### config.mk
export PLATFORM = sky130hd
export DESIGN_NAME = block_threshold_bitmap_packer_unit
export DESIGN_NICKNAME = d
export VERILOG_FILES = /design/src/rtl/btbp_pkg.sv /design/src/rtl/block_threshold_bitmap_packer_unit.sv /design/src/rtl/btbp_front.sv /design/src/rtl/btbp_queue.sv /design/src/rtl/btbp_back.sv
export SDC_FILE = /design/constraint.sdc
export NUM_CORES = 2
export LEC_CHECK = 0
export ABC_AREA = 1
export BUFFER_PORTS_ARGS = -buffer_cell sky130_fd_sc_hd__buf_2
export CAP_MARGIN = 20
export CORE_MARGIN = 2
export CORE_UTILIZATION = 63
export DETAILED_ROUTE_END_ITERATION = 7
export GPL_TIMING_DRIVEN = 0
export PLACE_DENSITY_LB_ADDON = 0.3
export SYNTH_ARGS = -nofsm -noshare
export SYNTH_HDL_FRONTEND = slang
export SYNTH_HIERARCHICAL = 1
export SYNTH_SLANG_ARGS = --single-unit
### constraint.sdc
create_clock -name clk_i -period 7.47 [get_ports clk_i]
set_input_delay 0.3735 -clock clk_i [delete_from_list [all_inputs] [get_ports clk_i]]
set_output_delay 0.3735 -clock clk_i [all_outputs]
set_load 0.005 [all_outputs]
### src/rtl/btbp_pkg.sv
`timescale 1ns / 1ps
`default_nettype none
// ----------------------------------------------------------------------------
// Block threshold bitmap packer package
// Shared sizes, register indexes and the item types passed between units.
// ----------------------------------------------------------------------------
package btbp_pkg;

  localparam int unsigned MAX_WIDTH  = 256;
  localparam int unsigned OUT_BYTES  = 200;
  localparam int unsigned BLOCK_COLS = (MAX_WIDTH + 3) / 4;
  localparam int unsigned MAX_CELLS  = OUT_BYTES * 8;

  localparam int unsigned COL_W      = $clog2(MAX_WIDTH);
  localparam int unsigned BX_W       = $clog2(BLOCK_COLS);
  localparam int unsigned WIDTH_W    = 9;
  localparam int unsigned HEIGHT_W   = 11;
  localparam int unsigned CFG_DATA_W = 11;
  localparam int unsigned PIX_W      = 8;
  localparam int unsigned SEG_W      = 10;
  localparam int unsigned SUM_W      = 12;
  localparam int unsigned CNT_W      = 5;
  localparam int unsigned IDX_W      = 8;

  localparam int unsigned QDEPTH     = 4;
  localparam int unsigned QPTR_W     = $clog2(QDEPTH);

  typedef enum logic [0:0] {
    CFG_WIDTH  = 1'b0,
    CFG_HEIGHT = 1'b1
  } cfg_idx_e;

  // A classified pixel as handed from the front end to the back end.
  typedef struct packed {
    logic [PIX_W-1:0] pixel;
    logic             err;
    logic             seg_first;
    logic             col_end;
    logic             row_end;
    logic             frame_end;
    logic [BX_W-1:0]  bx;
    logic [CNT_W-1:0] count;
  } item_t;

  // One result word.
  typedef struct packed {
    logic [7:0]       packed_byte;
    logic [IDX_W-1:0] byte_pos;
    logic             last_byte;
    logic             error;
  } word_t;

endpackage
`default_nettype wire

### src/rtl/block_threshold_bitmap_packer_unit.sv
`timescale 1ns / 1ps
`default_nettype none
// Flow: a word caused by an accepted pixel passes the item queue, the second
// stage and the word queue. The rate below holds while nothing stalls.
// Throughput: one pixel per cycle; a pixel needs at most one band-memory read
// and one write, made in different stages. The back end stalls only while its
// two-word queue is full, and full_o rises once the four-item queue fills.
// Reset: asynchronous and active low; width and height return to one and the
// frame position, bit packer and band sums start clean at once.
// ----------------------------------------------------------------------------
// Block threshold bitmap packer, top level
// Cuts a raster image into 4x4 blocks, sets a block's bit when twice its pixel
// sum reaches its pixel count, and packs one bit per block into bytes.
// ----------------------------------------------------------------------------
//
// Structure. The front end keeps the configuration and the raster position.
// For each pixel it works out whether it closes a block row segment, a block,
// or the frame, which block column it belongs to and how many pixels the
// (possibly clipped) block holds. These classified pixels go through a short
// queue to the back end.
//
// The back end has two stages. The first adds the pixel to the running sum of
// the current row segment and, at the end of a segment, reads the band sum of
// that block column from the band memory. The second adds the segment to
// the band sum, writes the result back (or zero once the block is finished),
// compares twice the sum against the pixel count and shifts the bit into the
// byte being packed. A write in the second stage is forwarded to a read issued
// in the same cycle for the same column. Memory entries carry valid bits, so a
// configuration write clears all band sums together.
//
// When the configuration is invalid every pixel becomes an error word with
// zeroed byte fields, and no frame state moves.
// ----------------------------------------------------------------------------
module block_threshold_bitmap_packer_unit (
  input  logic                             clk_i,
  input  logic                             rst_ni,
  input  logic                             push_i,
  output logic                             full_o,
  input  logic [btbp_pkg::PIX_W-1:0]       pixel_i,
  input  logic                             pop_i,
  output logic                             empty_o,
  output logic [7:0]                       packed_byte_o,
  output logic [btbp_pkg::IDX_W-1:0]       byte_pos_o,
  output logic                             last_byte_o,
  output logic                             error_o,
  input  logic                             cfg_we_i,
  input  logic [0:0]                       cfg_idx_i,
  input  logic [btbp_pkg::CFG_DATA_W-1:0]  cfg_data_i
);
  import btbp_pkg::*;

  logic  q_push, q_full, q_pop, q_empty, cfg_clr;
  item_t q_in, q_out;

  btbp_front u_front (
    .clk_i      (clk_i),
    .rst_ni     (rst_ni),
    .push_i     (push_i),
    .pixel_i    (pixel_i),
    .cfg_we_i   (cfg_we_i),
    .cfg_idx_i  (cfg_idx_i),
    .cfg_data_i (cfg_data_i),
    .q_full_i   (q_full),
    .q_push_o   (q_push),
    .q_item_o   (q_in),
    .cfg_clr_o  (cfg_clr)
  );

  btbp_queue u_queue (
    .clk_i   (clk_i),
    .rst_ni  (rst_ni),
    .push_i  (q_push),
    .item_i  (q_in),
    .full_o  (q_full),
    .pop_i   (q_pop),
    .empty_o (q_empty),
    .item_o  (q_out)
  );

  btbp_back u_back (
    .clk_i         (clk_i),
    .rst_ni        (rst_ni),
    .cfg_clr_i     (cfg_clr),
    .q_empty_i     (q_empty),
    .q_item_i      (q_out),
    .q_pop_o       (q_pop),
    .pop_i         (pop_i),
    .empty_o       (empty_o),
    .packed_byte_o (packed_byte_o),
    .byte_pos_o    (byte_pos_o),
    .last_byte_o   (last_byte_o),
    .error_o       (error_o)
  );

  assign full_o = q_full;

  // An error word never carries byte data.
  a_err_zero: assert property (@(posedge clk_i) disable iff (!rst_ni)
    (!empty_o && error_o) |-> (packed_byte_o == '0 && byte_pos_o == '0 && !last_byte_o))
    else $error("error word with byte data");

  // A frame never reaches beyond its byte budget.
  a_idx_range: assert property (@(posedge clk_i) disable iff (!rst_ni)
    !empty_o |-> (byte_pos_o < IDX_W'(OUT_BYTES)))
    else $error("byte position beyond frame");

  // The back end only takes from the item queue when it holds something.
  a_q_pop: assert property (@(posedge clk_i) disable iff (!rst_ni)
    q_pop |-> !q_empty)
    else $error("item queue read while empty");

endmodule
`default_nettype wire

### src/rtl/btbp_front.sv
`timescale 1ns / 1ps
`default_nettype none
// ----------------------------------------------------------------------------
// Front end
// Holds the configuration and the raster position, and classifies pixels.
// ----------------------------------------------------------------------------
module btbp_front (
  input  logic                             clk_i,
  input  logic                             rst_ni,
  input  logic                             push_i,
  input  logic [btbp_pkg::PIX_W-1:0]       pixel_i,
  input  logic                             cfg_we_i,
  input  logic [0:0]                       cfg_idx_i,
  input  logic [btbp_pkg::CFG_DATA_W-1:0]  cfg_data_i,
  input  logic                             q_full_i,
  output logic                             q_push_o,
  output btbp_pkg::item_t                  q_item_o,
  output logic                             cfg_clr_o
);
  import btbp_pkg::*;

  logic [WIDTH_W-1:0]    width_q;
  logic [HEIGHT_W-1:0]   height_q;
  logic [COL_W-1:0]      col_q, col_d;
  logic [HEIGHT_W-1:0]   row_q, row_d;
  logic [WIDTH_W:0]      wplus;
  logic [HEIGHT_W:0]     hplus;
  logic [WIDTH_W-2:0]    bcols;
  logic [HEIGHT_W-2:0]   brows;
  logic [WIDTH_W+HEIGHT_W-3:0] cells;
  logic                  cfg_ok;
  logic                  accept;
  logic                  col_last, row_last;
  logic                  col_end, row_end, frame_end;
  logic [WIDTH_W-1:0]    cw_full;
  logic [HEIGHT_W-1:0]   rh_full;
  logic [2:0]            cw, rh;
  logic [5:0]            prod;

  // Validity of the current configuration.
  always_comb begin
    wplus  = {1'b0, width_q} + (WIDTH_W+1)'(3);
    hplus  = {1'b0, height_q} + (HEIGHT_W+1)'(3);
    bcols  = wplus[WIDTH_W:2];
    brows  = hplus[HEIGHT_W:2];
    cells  = {{(HEIGHT_W-1){1'b0}}, bcols} * {{(WIDTH_W-1){1'b0}}, brows};
    cfg_ok = (width_q != '0) && (width_q <= WIDTH_W'(MAX_WIDTH)) &&
             (height_q != '0) && (cells <= (WIDTH_W+HEIGHT_W-2)'(MAX_CELLS));
  end

  // Position flags and the pixel count of the current block.
  always_comb begin
    col_last  = (({1'b0, col_q} + WIDTH_W'(1)) >= width_q);
    row_last  = (({1'b0, row_q} + (HEIGHT_W+1)'(1)) >= {1'b0, height_q});
    col_end   = (col_q[1:0] == 2'b11) || col_last;
    row_end   = (row_q[1:0] == 2'b11) || row_last;
    frame_end = col_last && row_last;
    cw_full   = width_q - {1'b0, col_q[COL_W-1:2], 2'b00};
    rh_full   = height_q - {row_q[HEIGHT_W-1:2], 2'b00};
    cw        = (cw_full > WIDTH_W'(4)) ? 3'd4 : cw_full[2:0];
    rh        = (rh_full > HEIGHT_W'(4)) ? 3'd4 : rh_full[2:0];
    prod      = {3'b000, cw} * {3'b000, rh};
  end

  assign accept    = push_i && !q_full_i;
  assign q_push_o  = accept;
  assign cfg_clr_o = cfg_we_i;

  always_comb begin
    q_item_o.pixel     = pixel_i;
    q_item_o.err       = !cfg_ok;
    q_item_o.seg_first = (col_q[1:0] == 2'b00);
    q_item_o.col_end   = col_end;
    q_item_o.row_end   = row_end;
    q_item_o.frame_end = frame_end;
    q_item_o.bx        = col_q[COL_W-1:2];
    q_item_o.count     = prod[CNT_W-1:0];
  end

  always_comb begin
    col_d = col_q;
    row_d = row_q;
    if (cfg_we_i) begin
      col_d = '0;
      row_d = '0;
    end else if (accept && cfg_ok) begin
      if (frame_end) begin
        col_d = '0;
        row_d = '0;
      end else if (col_last) begin
        col_d = '0;
        row_d = row_q + HEIGHT_W'(1);
      end else begin
        col_d = col_q + COL_W'(1);
      end
    end
  end

  always_ff @(posedge clk_i or negedge rst_ni) begin
    if (!rst_ni) begin
      width_q  <= WIDTH_W'(1);
      height_q <= HEIGHT_W'(1);
      col_q    <= '0;
      row_q    <= '0;
    end else begin
      col_q <= col_d;
      row_q <= row_d;
      if (cfg_we_i) begin
        case (cfg_idx_i)
          CFG_WIDTH:  width_q  <= cfg_data_i[WIDTH_W-1:0];
          CFG_HEIGHT: height_q <= cfg_data_i[HEIGHT_W-1:0];
          default:    width_q  <= width_q;
        endcase
      end
    end
  end

endmodule
`default_nettype wire

### src/rtl/btbp_queue.sv
`timescale 1ns / 1ps
`default_nettype none
// ----------------------------------------------------------------------------
// Item queue
// Short queue of classified pixels between the front end and the back end.
// ----------------------------------------------------------------------------
module btbp_queue (
  input  logic            clk_i,
  input  logic            rst_ni,
  input  logic            push_i,
  input  btbp_pkg::item_t item_i,
  output logic            full_o,
  input  logic            pop_i,
  output logic            empty_o,
  output btbp_pkg::item_t item_o
);
  import btbp_pkg::*;

  item_t               slot_q [QDEPTH];
  logic [QPTR_W-1:0]   wr_q, rd_q;
  logic [QPTR_W:0]     cnt_q;
  logic                do_push, do_pop;

  assign full_o  = (cnt_q == (QPTR_W+1)'(QDEPTH));
  assign empty_o = (cnt_q == '0);
  assign item_o  = slot_q[rd_q];
  assign do_push = push_i && !full_o;
  assign do_pop  = pop_i && !empty_o;

  always_ff @(posedge clk_i) begin
    if (do_push) begin
      slot_q[wr_q] <= item_i;
    end
  end

  always_ff @(posedge clk_i or negedge rst_ni) begin
    if (!rst_ni) begin
      wr_q  <= '0;
      rd_q  <= '0;
      cnt_q <= '0;
    end else begin
      if (do_push) begin
        wr_q <= wr_q + QPTR_W'(1);
      end
      if (do_pop) begin
        rd_q <= rd_q + QPTR_W'(1);
      end
      case ({do_push, do_pop})
        2'b10:   cnt_q <= cnt_q + (QPTR_W+1)'(1);
        2'b01:   cnt_q <= cnt_q - (QPTR_W+1)'(1);
        default: cnt_q <= cnt_q;
      endcase
    end
  end

endmodule
`default_nettype wire

### src/rtl/btbp_back.sv
`timescale 1ns / 1ps
`default_nettype none
// ----------------------------------------------------------------------------
// Back end
// Accumulates block sums in a band memory, thresholds finished blocks, packs
// the cell bits into bytes and holds finished words in a two-entry queue.
// ----------------------------------------------------------------------------
module btbp_back (
  input  logic                      clk_i,
  input  logic                      rst_ni,
  input  logic                      cfg_clr_i,
  input  logic                      q_empty_i,
  input  btbp_pkg::item_t           q_item_i,
  output logic                      q_pop_o,
  input  logic                      pop_i,
  output logic                      empty_o,
  output logic [7:0]                packed_byte_o,
  output logic [btbp_pkg::IDX_W-1:0] byte_pos_o,
  output logic                      last_byte_o,
  output logic                      error_o
);
  import btbp_pkg::*;

  typedef struct packed {
    logic             err;
    logic             blk;
    logic             row_end;
    logic             frame_end;
    logic [BX_W-1:0]  bx;
    logic [CNT_W-1:0] count;
    logic [SEG_W-1:0] seg;
  } stage_t;

  logic [SUM_W-1:0]  sum_mem [BLOCK_COLS];
  logic [SUM_W-1:0]  rd_q;
  logic              rd_vld_q;
  logic [BLOCK_COLS-1:0] vld_q;
  logic              fwd_q;
  logic [BX_W-1:0]   fwd_bx_q;
  logic [SUM_W-1:0]  fwd_data_q;

  logic [SEG_W-1:0]  acc_q, acc_d;
  stage_t            b_q;
  logic              b_vld_q;
  logic              adv, mem_re, mem_we;
  logic [SUM_W-1:0]  old_sum, total, wdata;
  logic              cell_bit, block_done, emit;
  logic [7:0]        buf_q, buf_new;
  logic [2:0]        fill_q;
  logic [IDX_W-1:0]  bcnt_q;

  word_t             oq_q [2];
  logic              oq_wr_q, oq_rd_q;
  logic [1:0]        oq_cnt_q;
  logic              oq_push, oq_pop;
  word_t             oq_in;

  // The whole back end moves together whenever the word queue can take one.
  assign oq_pop  = pop_i && !empty_o;
  assign adv     = (oq_cnt_q != 2'd2) || oq_pop;
  assign q_pop_o = adv && !q_empty_i;
  assign mem_re  = q_pop_o && q_item_i.col_end && !q_item_i.err;

  // Row segment of the current block.
  assign acc_d = (q_item_i.seg_first ? '0 : acc_q) + {2'b00, q_item_i.pixel};

  always_comb begin
    if (fwd_q && (fwd_bx_q == b_q.bx)) begin
      old_sum = fwd_data_q;
    end else if (rd_vld_q) begin
      old_sum = rd_q;
    end else begin
      old_sum = '0;
    end
    total      = old_sum + {2'b00, b_q.seg};
    cell_bit   = ({total, 1'b0} >= {{(SUM_W+1-CNT_W){1'b0}}, b_q.count});
    block_done = b_q.blk && b_q.row_end;
    wdata      = b_q.row_end ? '0 : total;
    mem_we     = adv && b_vld_q && !b_q.err && b_q.blk;
    buf_new    = buf_q | (8'(cell_bit) << fill_q);
    emit       = b_q.err || (block_done && ((fill_q == 3'd7) || b_q.frame_end));
    oq_push    = adv && b_vld_q && emit;
    if (b_q.err) begin
      oq_in = '{packed_byte: '0, byte_pos: '0, last_byte: 1'b0, error: 1'b1};
    end else begin
      oq_in = '{packed_byte: buf_new, byte_pos: bcnt_q,
                last_byte: b_q.frame_end, error: 1'b0};
    end
  end

  always_ff @(posedge clk_i) begin
    if (mem_we) begin
      sum_mem[b_q.bx] <= wdata;
    end
    if (mem_re) begin
      rd_q <= sum_mem[q_item_i.bx];
    end
  end

  always_ff @(posedge clk_i) begin
    if (q_pop_o && !q_item_i.err) begin
      acc_q <= acc_d;
    end
    if (adv) begin
      b_q.err       <= q_item_i.err;
      b_q.blk       <= q_item_i.col_end;
      b_q.row_end   <= q_item_i.row_end;
      b_q.frame_end <= q_item_i.frame_end;
      b_q.bx        <= q_item_i.bx;
      b_q.count     <= q_item_i.count;
      b_q.seg       <= acc_d;
      fwd_bx_q      <= b_q.bx;
      fwd_data_q    <= wdata;
    end
    if (oq_push) begin
      oq_q[oq_wr_q] <= oq_in;
    end
  end

  always_ff @(posedge clk_i or negedge rst_ni) begin
    if (!rst_ni) begin
      b_vld_q   <= 1'b0;
      vld_q     <= '0;
      rd_vld_q  <= 1'b0;
      fwd_q     <= 1'b0;
      buf_q     <= '0;
      fill_q    <= '0;
      bcnt_q    <= '0;
    end else if (cfg_clr_i) begin
      b_vld_q   <= 1'b0;
      vld_q     <= '0;
      rd_vld_q  <= 1'b0;
      fwd_q     <= 1'b0;
      buf_q     <= '0;
      fill_q    <= '0;
      bcnt_q    <= '0;
    end else begin
      if (mem_we) begin
        vld_q[b_q.bx] <= 1'b1;
      end
      if (mem_re) begin
        rd_vld_q <= vld_q[q_item_i.bx];
      end
      if (adv) begin
        b_vld_q <= q_pop_o;
        fwd_q   <= mem_we;
        if (b_vld_q && !b_q.err && block_done) begin
          if (b_q.frame_end) begin
            buf_q  <= '0;
            fill_q <= '0;
            bcnt_q <= '0;
          end else if (fill_q == 3'd7) begin
            buf_q  <= '0;
            fill_q <= '0;
            bcnt_q <= bcnt_q + IDX_W'(1);
          end else begin
            buf_q  <= buf_new;
            fill_q <= fill_q + 3'd1;
          end
        end
      end
    end
  end

  // Word queue.
  always_ff @(posedge clk_i or negedge rst_ni) begin
    if (!rst_ni) begin
      oq_wr_q  <= 1'b0;
      oq_rd_q  <= 1'b0;
      oq_cnt_q <= '0;
    end else begin
      if (oq_push) begin
        oq_wr_q <= !oq_wr_q;
      end
      if (oq_pop) begin
        oq_rd_q <= !oq_rd_q;
      end
      case ({oq_push, oq_pop})
        2'b10:   oq_cnt_q <= oq_cnt_q + 2'd1;
        2'b01:   oq_cnt_q <= oq_cnt_q - 2'd1;
        default: oq_cnt_q <= oq_cnt_q;
      endcase
    end
  end

  assign empty_o       = (oq_cnt_q == 2'd0);
  assign packed_byte_o = oq_q[oq_rd_q].packed_byte;
  assign byte_pos_o    = oq_q[oq_rd_q].byte_pos;
  assign last_byte_o   = oq_q[oq_rd_q].last_byte;
  assign error_o       = oq_q[oq_rd_q].error;

endmodule
`default_nettype wire
==> results by group <==
Synthesis
  – Synth Area per Inst: 11.1 µm²
  – Yosys reg bits: 1101
  – Sequential area share after synthesis: 0.649
  – Post-synth top area share: 0.581
  – Ranking of synthesized cells by area: edfxtp_1 (58%), nor2_1 (6.9%), dfrtp_1 (6.7%)
  – Synth Net Count: 4672
  – Netlist cell types: 54
  – Synthesized cell area: 49900 µm²
  – Area leader, netlist: edfxtp_1
  – YS warnings: 6
  – Synth Instances: 4483
  – Commonest cells in the netlist: edfxtp_1 (965), nor2_1 (917), o21ai_0 (549), nand2_1 (440), inv_1 (346)
  – Ys async rst share: 0.124
  – Most frequent cell after synthesis: edfxtp_1
  – Number of flops mapped to enable cells by yosys: 965
  – Top_reg_cell synth: edfxtp_1

Clocking
  – Root Buffer: clkbuf_16
  – Worst-path clk slew: 60 ps
  – Worst-Skew Late Latency: 690 ps
  – Clock sinks: 1101
  – Post-CTS setup buffers: 0
  – CTS max path bufs: 3
  – CTS tree: yes
  – H-tree levels: 3
  – Cts bufs inserted: 104

Drt
  – DR vias: 38900
  – Vias per cell: 6.63
  – Iter 0 DRT Violations: 6990
  – Routed length per instance: 28.5 µm
  – Residual DRC: 6
  – WL final: 167 mm
  – Drt pass-1 iters: 8
  – Antenna Nets Post-Route: 0

GRT
  – Initial antenna violation count: 6
  – First-pass GRT wire length: 237 mm
  – GRT Util Overall: 0.405
  – Vias in the first global route: 36400
  – M2 GR Usage: 0.595
  – GR Util met3: 0.169
  – Largest net degree at the start of global routing: 78
  – Total congestion overflow: 0
  – GR Util met1: 0.516
  – Top Usage Layer GRT: met2

Critical path
  – Max stage delay on crit path: 610 ps
  – Crit path capture type: register
  – Worst Path Arrival: 7070 ps
  – Crit Path Max Fanout: 10
  – CP startpoint kind: register
  – Critical Path Slowest Stage Cell: dfstp_2
  – Critical path class: register to register
  – Critical Path RT: 8000 ps

STA
  – Unrepaired setup endpoints after global routing: false
  – Final setup fails: 0
  – Setup WS post-layout: 938 ps
  – F_max: 153 MHz
  – Sum Neg Setup Slack: 0 ps
  – Slew Viols, Final: 0
  – Min Tclk post-route: 6530 ps
  – Layout Skew: 45.1 ps
  – Rel. slew slack: 0.171
  – Final Hold Fails: 0
  – Final worst-path cycle share: 0.874
  – Worst Tran Pin Value: 1240 ps

Worst hold path
  – Hold Crit Class: input port to register

Power
  – Static leakage: 21.6 nW
  – P per Cell Area: 470 nW/µm²
  – Peak VDD IR: 0.000361 V

Place
  – Gp weighted congestion: 1.11
  – Port Buf Inserts: 36
  – Placed inst area: 53400 µm²
  – DP Worst Slack: 1100 ps
  – Placed wire-length estimate: 115 mm
  – Placed instance count: 5651

Cells and area
  – Number of fill cells in the layout: 5124
  – Share of layout cells above drive strength 1: 0.113
  – Final Non-Filler Cells: 5863
  – Fin area: 57000 µm²
  – Synthesis-to-layout area growth: 14.2%
  – Post-layout net count: 4914

Floorplan
  – Die height: 285 µm
  – Die Wd: 285 µm
  – Die ar.: 81500 µm²
  – Top-Level Pins: 45
  – Initial core utilization: 0.634
  – # rows: 103
  – Core Area: 78700 µm²

Run status
  – Status: complete, but fails checks
  – Failing checks: DRC

Run
  – Max cap viols: 0
## power by group
group / internal (mW) / switching [mW] / total, mW
logic: 3.26 / 9.83 / 13.1
registers: 8.10 / 0.232 / 8.33
clock network: 3.08 / 2.31 / 5.38
## per-stage QoR
stage / power, mW / util / hold WS [ps]
CTS: 25.8 / 0.724 / 0.224
global route: 27.4 / 0.724 / 29.7
global placement: 19.9 / 0.653 / 471
floorplan: 15.3 / - / 77.9
finish: 26.8 / 0.724 / 18.7
detailed placement: 20.4 / 0.678 / 410
## cell type report
type                       count  area, µm²  area share
clock inverter                66        694      0.0122
timing repair buffer         136       2020      0.0355
tap                         1050       1310      0.0230
multi-input combinational   2768      15300       0.268
inverter                     372       1400      0.0245
buffer                       242       1150      0.0202
clock buffer                 121       2750      0.0482
antenna                        7       17.5    0.000307
sequential                  1101      32400       0.568
## per-layer routing
layer,up-vias,part of all wire
met3,752,0.17
met1,18700,0.34
met4,2,0.070
met5,-,0.000078
li1,16200,-
met2,3250,0.43
## critical path, delay by kind of cell, from the launching register on
family / cells / cell delay (ps)
simple gates: 24 / 2750
compound gates: 1 / 180
buf+inv: 7 / 490
fa+ha+maj: 5 / 2370
flops: 1 / 610
## sequential cells by signal (all words and copies together) (netlist names), 11 cells and up
signal	flops
u_back/oq_q	36
u_front/height_q	11
u_back/sum_mem	768
u_queue/slot_q	96
u_back/vld_q	64
u_front/row_q	11
u_back/rd_q	12
u_back/b_q	25
u_back/fwd_data_q	12
## cell usage in the layout (no fill, tap or decap), types with 7 or more instances in the layout
cell           instances
edfxtp_1             965
nor2_1               840
o21ai_0              549
nand2_1              440
inv_1                346
o22ai_1              214
clkbuf_1             159
dfrtp_1              134
ha_1                 109
clkbuf_16            106
nand3_1               94
buf_2                 83
nor2_2                83
a21oi_1               74
fa_1                  55
nand4_1               41
o211ai_1              39
buf_8                 37
xor2_1                35
buf_4                 35
o221ai_1              33
buf_16                30
clkinv_1              26
o211ai_2              23
inv_2                 22
nor3_1                22
o21ai_1               18
dlygate4sd3_1         17
clkinv_2              15
bufinv_16             13
nor2_4                13
buf_6                 12
xnor2_1               12
buf_12                12
o32ai_1               10
nand2_2                9
o21bai_1               9
clkinvlp_4             8
diode_2                7
## what timing repair did
| action | CTS | global route |
|---|---|---|
| hold endpoints to repair | 101 | 0 |
| resized for setup | 0 | 0 |
| hold buffers | 17 | 0 |
## path summary, 6_finish.rpt
path                            cells after the start  slack, ps                            start                               to
worst max-delay path                               37        940  u_front/height_q[0]$_DFFE_PN1P_     u_front/row_q[5]$_DFFE_PN0P_
worst min-delay path                                3         20                    cfg_data_i[2]  u_front/height_q[2]$_DFFE_PN0P_
worst max register to register                     37        940  u_front/height_q[0]$_DFFE_PN1P_     u_front/row_q[5]$_DFFE_PN0P_
worst min register to register                      2        500      u_back/vld_q[6]$_DFFE_PN0P_      u_back/vld_q[6]$_DFFE_PN0P_
max in group asynchronous                           3       6340                           rst_ni     u_back/vld_q[58]$_DFFE_PN0P_
min in group asynchronous                           2        320                           rst_ni   u_front/width_q[8]$_DFFE_PN0P_
## cells by family after synthesis
logic type | after synthesis | share of synthesized area
AND/OR/NAND/NOR | 1571 | 0.128
flip-flops | 1101 | 0.649
AO/OA/AOI/OAI | 986 | 0.114
buffers and inverters | 614 | 0.0511
adder cells (fa/ha/maj) | 164 | 0.0494
XOR/XNOR | 47 | 0.00825
(Power assumes the default switching activity.)
